===== src/ics_pkg.sv =====
// ----------------------------------------------------------------------------
// ics_pkg
// Shared codes and the controller state type of the interval set coalescer.
// ----------------------------------------------------------------------------
package ics_pkg;

    localparam logic ACT_ADD  = 1'b0;
    localparam logic ACT_READ = 1'b1;

    typedef enum logic [3:0] {
        ST_IDLE,
        ST_SCAN_RD,
        ST_SCAN_EV,
        ST_DECIDE,
        ST_MV_RD,
        ST_MV_WR,
        ST_PUT,
        ST_RESP,
        ST_RD_RD,
        ST_RD_WAIT
    } ics_state_t;

endpackage


===== src/interval_set_coalescer.sv =====
// ----------------------------------------------------------------------------
// interval_set_coalescer
// Sorted table of disjoint closed intervals held in one RAM. An add beat
// merges a value into the table; a read beat streams out every interval.
//
//   channel | direction | payload
//   s_      | in        | action, value
//   m_      | out       | range_start, range_end, last, empty_res, dropped, count
//
// An add scans every stored interval through the registered RAM read port,
// then shifts the intervals that must move, then writes the merged interval.
// A read fetches each interval in turn through the registered RAM read port.
// One beat is worked on at a time; output stalls hold the controller.
// Reset empties the table at once; no clearing pass is needed.
// ----------------------------------------------------------------------------
module interval_set_coalescer #(
    parameter int MAX_INTERVALS = 32,
    parameter int VALUE_BITS    = 31
) (
    input  logic                                    aclk,
    input  logic                                    aresetn,
    input  logic                                    s_valid,
    output logic                                    s_ready,
    input  logic                                    s_action,
    input  logic [VALUE_BITS-1:0]                   s_value,
    output logic                                    m_valid,
    input  logic                                    m_ready,
    output logic [VALUE_BITS-1:0]                   m_range_start,
    output logic [VALUE_BITS-1:0]                   m_range_end,
    output logic                                    m_last,
    output logic                                    m_empty_res,
    output logic                                    m_dropped,
    output logic [$clog2(MAX_INTERVALS+1)-1:0]      m_count
);

    import ics_pkg::*;

    localparam int CW = $clog2(MAX_INTERVALS + 1);
    localparam int AW = (MAX_INTERVALS > 1) ? $clog2(MAX_INTERVALS) : 1;
    localparam int VB = VALUE_BITS;
    localparam logic [CW-1:0] MAX_CNT = CW'(MAX_INTERVALS);

    ics_state_t state_reg, state_next;

    logic [CW-1:0] n_reg, n_next;
    logic [CW-1:0] nb_reg, nb_next;
    logic [CW-1:0] mg_reg, mg_next;
    logic [CW-1:0] idx_reg, idx_next;
    logic [VB-1:0] lo_reg, lo_next;
    logic [VB-1:0] hi_reg, hi_next;
    logic [VB-1:0] x_reg, x_next;
    logic          up_reg, up_next;
    logic          drop_reg, drop_next;
    logic          empty_reg, empty_next;

    logic          m_valid_reg, m_valid_next;
    logic [VB-1:0] m_start_reg, m_start_next;
    logic [VB-1:0] m_end_reg, m_end_next;
    logic          m_last_reg, m_last_next;
    logic          m_empty_reg, m_empty_next;
    logic          m_drop_reg, m_drop_next;
    logic [CW-1:0] m_count_reg, m_count_next;

    logic            ram_we, ram_re;
    logic [AW-1:0]   ram_waddr, ram_raddr;
    logic [2*VB-1:0] ram_wdata, ram_rdata;
    logic [VB-1:0]   rd_start, rd_end;
    logic            slot_free, push;
    logic            is_before, is_after;
    logic [CW-1:0]   idx_inc, idx_dec, dn_addr;

    ics_ram #(.WIDTH(2 * VB), .DEPTH(MAX_INTERVALS)) u_ram (
        .aclk  (aclk),
        .we    (ram_we),
        .waddr (ram_waddr),
        .wdata (ram_wdata),
        .re    (ram_re),
        .raddr (ram_raddr),
        .rdata (ram_rdata)
    );

    assign rd_start  = ram_rdata[2*VB-1:VB];
    assign rd_end    = ram_rdata[VB-1:0];
    assign slot_free = !m_valid_reg || m_ready;
    assign idx_inc   = idx_reg + CW'(1);
    assign idx_dec   = idx_reg - CW'(1);
    assign dn_addr   = idx_reg - mg_reg + CW'(1);
    assign is_before = ((VB+1)'(rd_end) + (VB+1)'(1)) < (VB+1)'(x_reg);
    assign is_after  = (VB+1)'(rd_start) > ((VB+1)'(x_reg) + (VB+1)'(1));

    always_comb begin
        state_next = state_reg;
        unique case (state_reg)
            ST_IDLE: begin
                if (s_valid) begin
                    if (s_action == ACT_READ) begin
                        state_next = (n_reg == '0) ? ST_RESP : ST_RD_RD;
                    end else begin
                        state_next = (n_reg == '0) ? ST_DECIDE : ST_SCAN_RD;
                    end
                end
            end
            ST_SCAN_RD: state_next = ST_SCAN_EV;
            ST_SCAN_EV: state_next = (idx_inc == n_reg) ? ST_DECIDE : ST_SCAN_RD;
            ST_DECIDE: begin
                if (mg_reg == '0) begin
                    if (n_reg >= MAX_CNT) begin
                        state_next = ST_RESP;
                    end else begin
                        state_next = (n_reg > nb_reg) ? ST_MV_RD : ST_PUT;
                    end
                end else begin
                    state_next = (mg_reg > CW'(1) && nb_reg + mg_reg < n_reg) ?
                                 ST_MV_RD : ST_PUT;
                end
            end
            ST_MV_RD: state_next = ST_MV_WR;
            ST_MV_WR: begin
                if (up_reg) begin
                    state_next = (idx_reg == nb_reg) ? ST_PUT : ST_MV_RD;
                end else begin
                    state_next = (idx_inc == n_reg) ? ST_PUT : ST_MV_RD;
                end
            end
            ST_PUT:     state_next = ST_RESP;
            ST_RESP:    state_next = slot_free ? ST_IDLE : ST_RESP;
            ST_RD_RD:   state_next = ST_RD_WAIT;
            ST_RD_WAIT: begin
                if (slot_free) begin
                    state_next = (idx_inc == n_reg) ? ST_IDLE : ST_RD_RD;
                end
            end
            default:    state_next = ST_IDLE;
        endcase
    end

    always_comb begin
        s_ready    = 1'b0;
        n_next     = n_reg;
        nb_next    = nb_reg;
        mg_next    = mg_reg;
        idx_next   = idx_reg;
        lo_next    = lo_reg;
        hi_next    = hi_reg;
        x_next     = x_reg;
        up_next    = up_reg;
        drop_next  = drop_reg;
        empty_next = empty_reg;
        ram_we     = 1'b0;
        ram_re     = 1'b0;
        ram_waddr  = idx_reg[AW-1:0];
        ram_raddr  = idx_reg[AW-1:0];
        ram_wdata  = ram_rdata;
        push         = 1'b0;
        m_start_next = '0;
        m_end_next   = '0;
        m_last_next  = 1'b1;
        m_empty_next = 1'b0;
        m_drop_next  = 1'b0;
        m_count_next = n_reg;
        unique case (state_reg)
            ST_IDLE: begin
                s_ready    = 1'b1;
                idx_next   = '0;
                nb_next    = '0;
                mg_next    = '0;
                lo_next    = s_value;
                hi_next    = s_value;
                x_next     = s_value;
                drop_next  = 1'b0;
                empty_next = (s_action == ACT_READ);
            end
            ST_SCAN_RD: ram_re = 1'b1;
            ST_SCAN_EV: begin
                idx_next = idx_inc;
                if (is_before) begin
                    nb_next = idx_inc;
                end else if (!is_after) begin
                    mg_next = mg_reg + CW'(1);
                    if (rd_start < lo_reg) lo_next = rd_start;
                    if (rd_end > hi_reg) hi_next = rd_end;
                end
            end
            ST_DECIDE: begin
                up_next = (mg_reg == '0);
                if (mg_reg == '0) begin
                    drop_next = (n_reg >= MAX_CNT);
                    idx_next  = n_reg - CW'(1);
                end else begin
                    idx_next  = nb_reg + mg_reg;
                end
            end
            ST_MV_RD: ram_re = 1'b1;
            ST_MV_WR: begin
                ram_we = 1'b1;
                if (up_reg) begin
                    ram_waddr = idx_inc[AW-1:0];
                    idx_next  = idx_dec;
                end else begin
                    ram_waddr = dn_addr[AW-1:0];
                    idx_next  = idx_inc;
                end
            end
            ST_PUT: begin
                ram_we    = 1'b1;
                ram_waddr = nb_reg[AW-1:0];
                ram_wdata = {lo_reg, hi_reg};
                n_next    = up_reg ? (n_reg + CW'(1)) : (n_reg - mg_reg + CW'(1));
            end
            ST_RESP: begin
                push         = slot_free;
                m_empty_next = empty_reg;
                m_drop_next  = drop_reg;
            end
            ST_RD_RD: ram_re = 1'b1;
            ST_RD_WAIT: begin
                push         = slot_free;
                m_start_next = rd_start;
                m_end_next   = rd_end;
                m_last_next  = (idx_inc == n_reg);
                if (slot_free) idx_next = idx_inc;
            end
            default: ;
        endcase
        m_valid_next = push ? 1'b1 : (m_ready ? 1'b0 : m_valid_reg);
    end

    always_ff @(posedge aclk) begin
        if (!aresetn) begin
            state_reg   <= ST_IDLE;
            n_reg       <= '0;
            m_valid_reg <= 1'b0;
        end else begin
            state_reg   <= state_next;
            n_reg       <= n_next;
            m_valid_reg <= m_valid_next;
        end
    end

    always_ff @(posedge aclk) begin
        nb_reg    <= nb_next;
        mg_reg    <= mg_next;
        idx_reg   <= idx_next;
        lo_reg    <= lo_next;
        hi_reg    <= hi_next;
        x_reg     <= x_next;
        up_reg    <= up_next;
        drop_reg  <= drop_next;
        empty_reg <= empty_next;
        if (push) begin
            m_start_reg <= m_start_next;
            m_end_reg   <= m_end_next;
            m_last_reg  <= m_last_next;
            m_empty_reg <= m_empty_next;
            m_drop_reg  <= m_drop_next;
            m_count_reg <= m_count_next;
        end
    end

    assign m_valid       = m_valid_reg;
    assign m_range_start = m_start_reg;
    assign m_range_end   = m_end_reg;
    assign m_last        = m_last_reg;
    assign m_empty_res   = m_empty_reg;
    assign m_dropped     = m_drop_reg;
    assign m_count       = m_count_reg;

    a_count_bound: assert property (@(posedge aclk) disable iff (!aresetn)
        n_reg <= MAX_CNT) else $error("interval count exceeds table size");

    a_empty_last: assert property (@(posedge aclk) disable iff (!aresetn)
        m_valid && m_empty_res |-> m_last && m_count == '0)
        else $error("empty read beat malformed");

    a_drop_full: assert property (@(posedge aclk) disable iff (!aresetn)
        m_valid && m_dropped |-> m_count == MAX_CNT && m_last)
        else $error("drop flagged while table not full");

    a_no_accept_busy: assert property (@(posedge aclk) disable iff (!aresetn)
        s_valid && s_ready |=> !s_ready)
        else $error("second beat accepted while busy");

endmodule


===== src/ics_ram.sv =====
// ----------------------------------------------------------------------------
// ics_ram
// Simple dual-port RAM, one write port and one registered read port.
// ----------------------------------------------------------------------------
module ics_ram #(
    parameter int WIDTH = 62,
    parameter int DEPTH = 32
) (
    input  logic                                    aclk,
    input  logic                                    we,
    input  logic [((DEPTH > 1) ? $clog2(DEPTH) : 1)-1:0] waddr,
    input  logic [WIDTH-1:0]                        wdata,
    input  logic                                    re,
    input  logic [((DEPTH > 1) ? $clog2(DEPTH) : 1)-1:0] raddr,
    output logic [WIDTH-1:0]                        rdata
);

    logic [WIDTH-1:0] mem [DEPTH];
    logic [WIDTH-1:0] rdata_reg;

    always_ff @(posedge aclk) begin
        if (we) begin
            mem[waddr] <= wdata;
        end
        if (re) begin
            rdata_reg <= mem[raddr];
        end
    end

    assign rdata = rdata_reg;

endmodule


===== config.mk =====
export PLATFORM = sky130hd
export DESIGN_NAME = interval_set_coalescer
export DESIGN_NICKNAME = d
export VERILOG_FILES = /design/src/ics_pkg.sv /design/src/interval_set_coalescer.sv /design/src/ics_ram.sv
export SDC_FILE = /design/constraint.sdc
export NUM_CORES = 2
export LEC_CHECK = 0
export ABC_AREA = 0
export BUFFER_PORTS_ARGS = -buffer_cell sky130_fd_sc_hd__buf_4
export CORE_MARGIN = 1.5
export CORE_UTILIZATION = 40
export DETAILED_ROUTE_END_ITERATION = 7
export SLEW_MARGIN = 25
export SYNTH_ARGS = -nofsm -noshare
export SYNTH_HDL_FRONTEND = slang
export SYNTH_SLANG_ARGS = --single-unit

===== constraint.sdc =====
create_clock -name aclk -period 10.1 [get_ports aclk]
set_clock_uncertainty 0.2 [all_clocks]
set_input_delay 2.02 -clock aclk [delete_from_list [all_inputs] [get_ports aclk]]
set_output_delay 2.02 -clock aclk [all_outputs]
set_load 0.005 [all_outputs]

==> impl_metrics.json <==
{
  "outcome": "finished, final reports clean",
  "clock-sinks": 2242,
  "syn-num-nets": 4542,
  "netlist_area_mm2": 0.0909,
  "cts-resized-gates": 0,
  "startpoint": "x_reg[0]",
  "critPathArrivalTime_ns": 6.29,
  "n_fill_cell": 18688,
  "r2r-start": "x_reg[0]",
  "regArea_mm2": 0.0672,
  "rr_worst_depth": 15,
  "muxShareOfSynthArea_pct": 16.9,
  "ys_async_sr_fraction_pct": 0,
  "finalSetupViolCount": 0,
  "ctsHtreeMaxLevel": 4,
  "wl_per_cell_um": 31.3,
  "drt_iter0_drc": 5254,
  "preCtsSetupSlack_ns": 3.78,
  "synthCells": 4340,
  "grt-ovfl-total": 0,
  "p_leak_nw": 33.0,
  "end_kind": "register",
  "dpl.hpwl_um": 144000,
  "layout_commonest_cell": "edfxtp_1",
  "maxCapViolations": 0,
  "cts_buffer_depth": 3,
  "synth_simple_gate_area_share_pct": 2.90,
  "chipHeight_um": 480,
  "reg2reg_to": "lo_reg[2]",
  "gp_congestion": 0.892,
  "slew_violations": 0,
  "cts_hold_buf": 0,
  "ys_seq_area_share_pct": 73.9,
  "drc": 0,
  "cts_tree": "done",
  "slew_headroom_pct": 26.2,
  "path_class": "reg -> reg",
  "cp.required_ns": 10.37,
  "drt-total-wl_um": 244000,
  "clockRootBuffer": "clkbuf_16",
  "die-area_mm2": 0.230,
  "ir_worst_vdd_uv": 179,
  "syn_to_final_growth_pct": 13.6,
  "rsz0062_at_grt": "no",
  "numCtsBuffers": 224,
  "p_total_mw": 30.3,
  "hp-class": "reg -> reg",
  "slowest_stage": "and3_2",
  "viasPerCell": 5.77,
  "hold_violations": 0,
  "r2r_setup_slack_ns": 4.08,
  "post_cts_buffers": 0,
  "crit_chain": "ha_1, nand3_1, nor4_1, nand2_1, nor2_1, nand3_1, xnor2_1, ha_1, a211o_1, o211ai_1, a21oi_1, or4_1, a211o_1, a21oi_2, and3_2",
  "std_cell_rows": 174,
  "synth_top_family_by_area": "multiplexers",
  "first_pass_iters": 6,
  "most-common-layout-cells": "2231 x edfxtp_1, 620 x mux4_2, 227 x nand2_1, 224 x clkbuf_16, 221 x buf_4",
  "io_buffer_count": 108,
  "setup_tns_ns": 0,
  "synth-adder-area-share_pct": 2.31,
  "design.core.area_mm2": 0.225,
  "antenna_found_initial": 10,
  "drive_gt1_share_pct": 28.1,
  "grt_pass1_wl_um": 344000,
  "fin_nets": 4808,
  "initial_utilization_pct": 40.3,
  "grt_pass1_vias": 45339,
  "synth_cell_type_count": 66,
  "ant_nets": 0,
  "finalCritPeriodShare_pct": 59.6,
  "ys_seq_elements": 2242,
  "cp-endpoint": "lo_reg[2]",
  "tightestPinTransition_ns": 1.11,
  "synth_edf_count": 2231,
  "synth_xor_area_share_pct": 0.954,
  "power_density_mw_per_mm2": 293,
  "route.vias.total": 44958,
  "max_freq_mhz": 166,
  "die_w_um": 480,
  "layout_setup_ws_ns": 4.08,
  "synth_compound_area_share_pct": 1.45,
  "max_stage_delay_ns": 0.92,
  "yosysWarnings": 0,
  "clock_latency_ns": 0.89,
  "crit_fanout": 31,
  "io-pin-count": 109,
  "grt_max_degree": 142,
  "synth_area_per_cell_um2": 20.9,
  "period_minus_slack_ns": 6.02,
  "largest_register_ffs": 1984,
  "synth_ff_type": "edfxtp_1",
  "path_clk_slew_ns": 0.06,
  "cp-start-kind": "register",
  "multiInputGateArea_mm2": 0.0226,
  "grt_usage_pct": 21.1
}
[layer usage]
layer | up-vias | track usage, % | routed length, um
li1 | 18456 | - | -
met5 | - | 0 | 7
met1 | 24432 | 29.5 | 102000
met3 | 333 | 3.48 | 16700
met2 | 1735 | 34.0 | 118000
met4 | 2 | 6.69 | 7530
[final cells by class]
type | count | area share, %
inverter | 136 | 0.494
timing repair buffer | 235 | 1.89
antenna | 4 | 0.00969
clock buffer | 256 | 5.54
clock inverter | 163 | 1.51
multi-input combinational | 1767 | 21.9
sequential | 2242 | 65.1
tap | 2992 | 3.62
[report_power, final]
group	internal, mW	total, mW	switching (mW)
Clock	4.64	8.23	3.59
Combinational	3.38	8.76	5.38
Sequential	12.6	13.3	0.718
Total	20.6	30.3	9.69
[through the flow]
stage / std cells / util [%] / hold slack [ns] / instance area [um2]
global placement: 7364 / 42.5 / 0.430 / 95800
finish: 7795 / 45.8 / 0.430 / 103000
floorplan: 4340 / - / 0.258 / 90900
detailed placement: 7369 / 42.6 / 0.441 / 95900
global route: 7791 / 45.8 / 0.458 / 103000
CTS: 7788 / 45.8 / 0.450 / 103000
[how the worst min path moves through the flow]
stage / startpoint / slack, ns / end / cells past startpoint
floorplan: m_count_next[2] / 0.26 / m_count[2] / 0
global placement: m_count_next[4] / 0.43 / m_count[4] / 0
detailed placement: m_count_next[4] / 0.44 / m_count[4] / 0
CTS: m_count_next[4] / 0.45 / m_count[4] / 0
global route: m_count_next[4] / 0.46 / m_count[4] / 0
finish: m_count_next[4] / 0.43 / m_count[4] / 0
[cells by family after synthesis]
logic type               Yosys count
AO/OA/AOI/OAI                    205
XOR/XNOR                          99
adder cells (fa/ha/maj)          166
buffers and inverters            331
flip-flops                      2242
multiplexers                     746
AND/OR/NAND/NOR                  551
[worst max-delay path: cells and delay by family, from the launching register on]
family	cells	cell delay, ns
AND/OR/NAND/NOR	7	3.01
flip-flops	1	0.42
AO/OA/AOI/OAI	5	1.37
XOR/XNOR	1	0.16
adder cells (fa/ha/maj)	2	0.41
[cells in the mapped netlist, drive strengths merged, types with 5 or more instances]
cell type / number / area, um2
ha: 163 / 2040
and3: 22 / 138
o22ai: 5 / 31.3
a21oi: 54 / 270
xor2: 20 / 175
xnor2: 79 / 692
clkbuf: 103 / 388
nand4: 25 / 156
o211ai: 11 / 82.6
a22oi: 7 / 52.6
inv: 133 / 499
a21o: 26 / 195
mux2: 122 / 1370
nand3: 46 / 230
and4: 8 / 70.1
nor2b: 10 / 62.6
nor2: 87 / 327
edfxtp: 2231 / 67000
o21ai: 46 / 230
nand2: 227 / 852
mux4: 620 / 14000
o21a: 5 / 37.5
a211oi: 14 / 105
dfxtp: 11 / 220
nor3: 22 / 110
and2: 65 / 407
buf: 92 / 497
nand2b: 9 / 56.3
nor4: 12 / 81.3
Note: power is estimated with default switching activity, not from simulation.
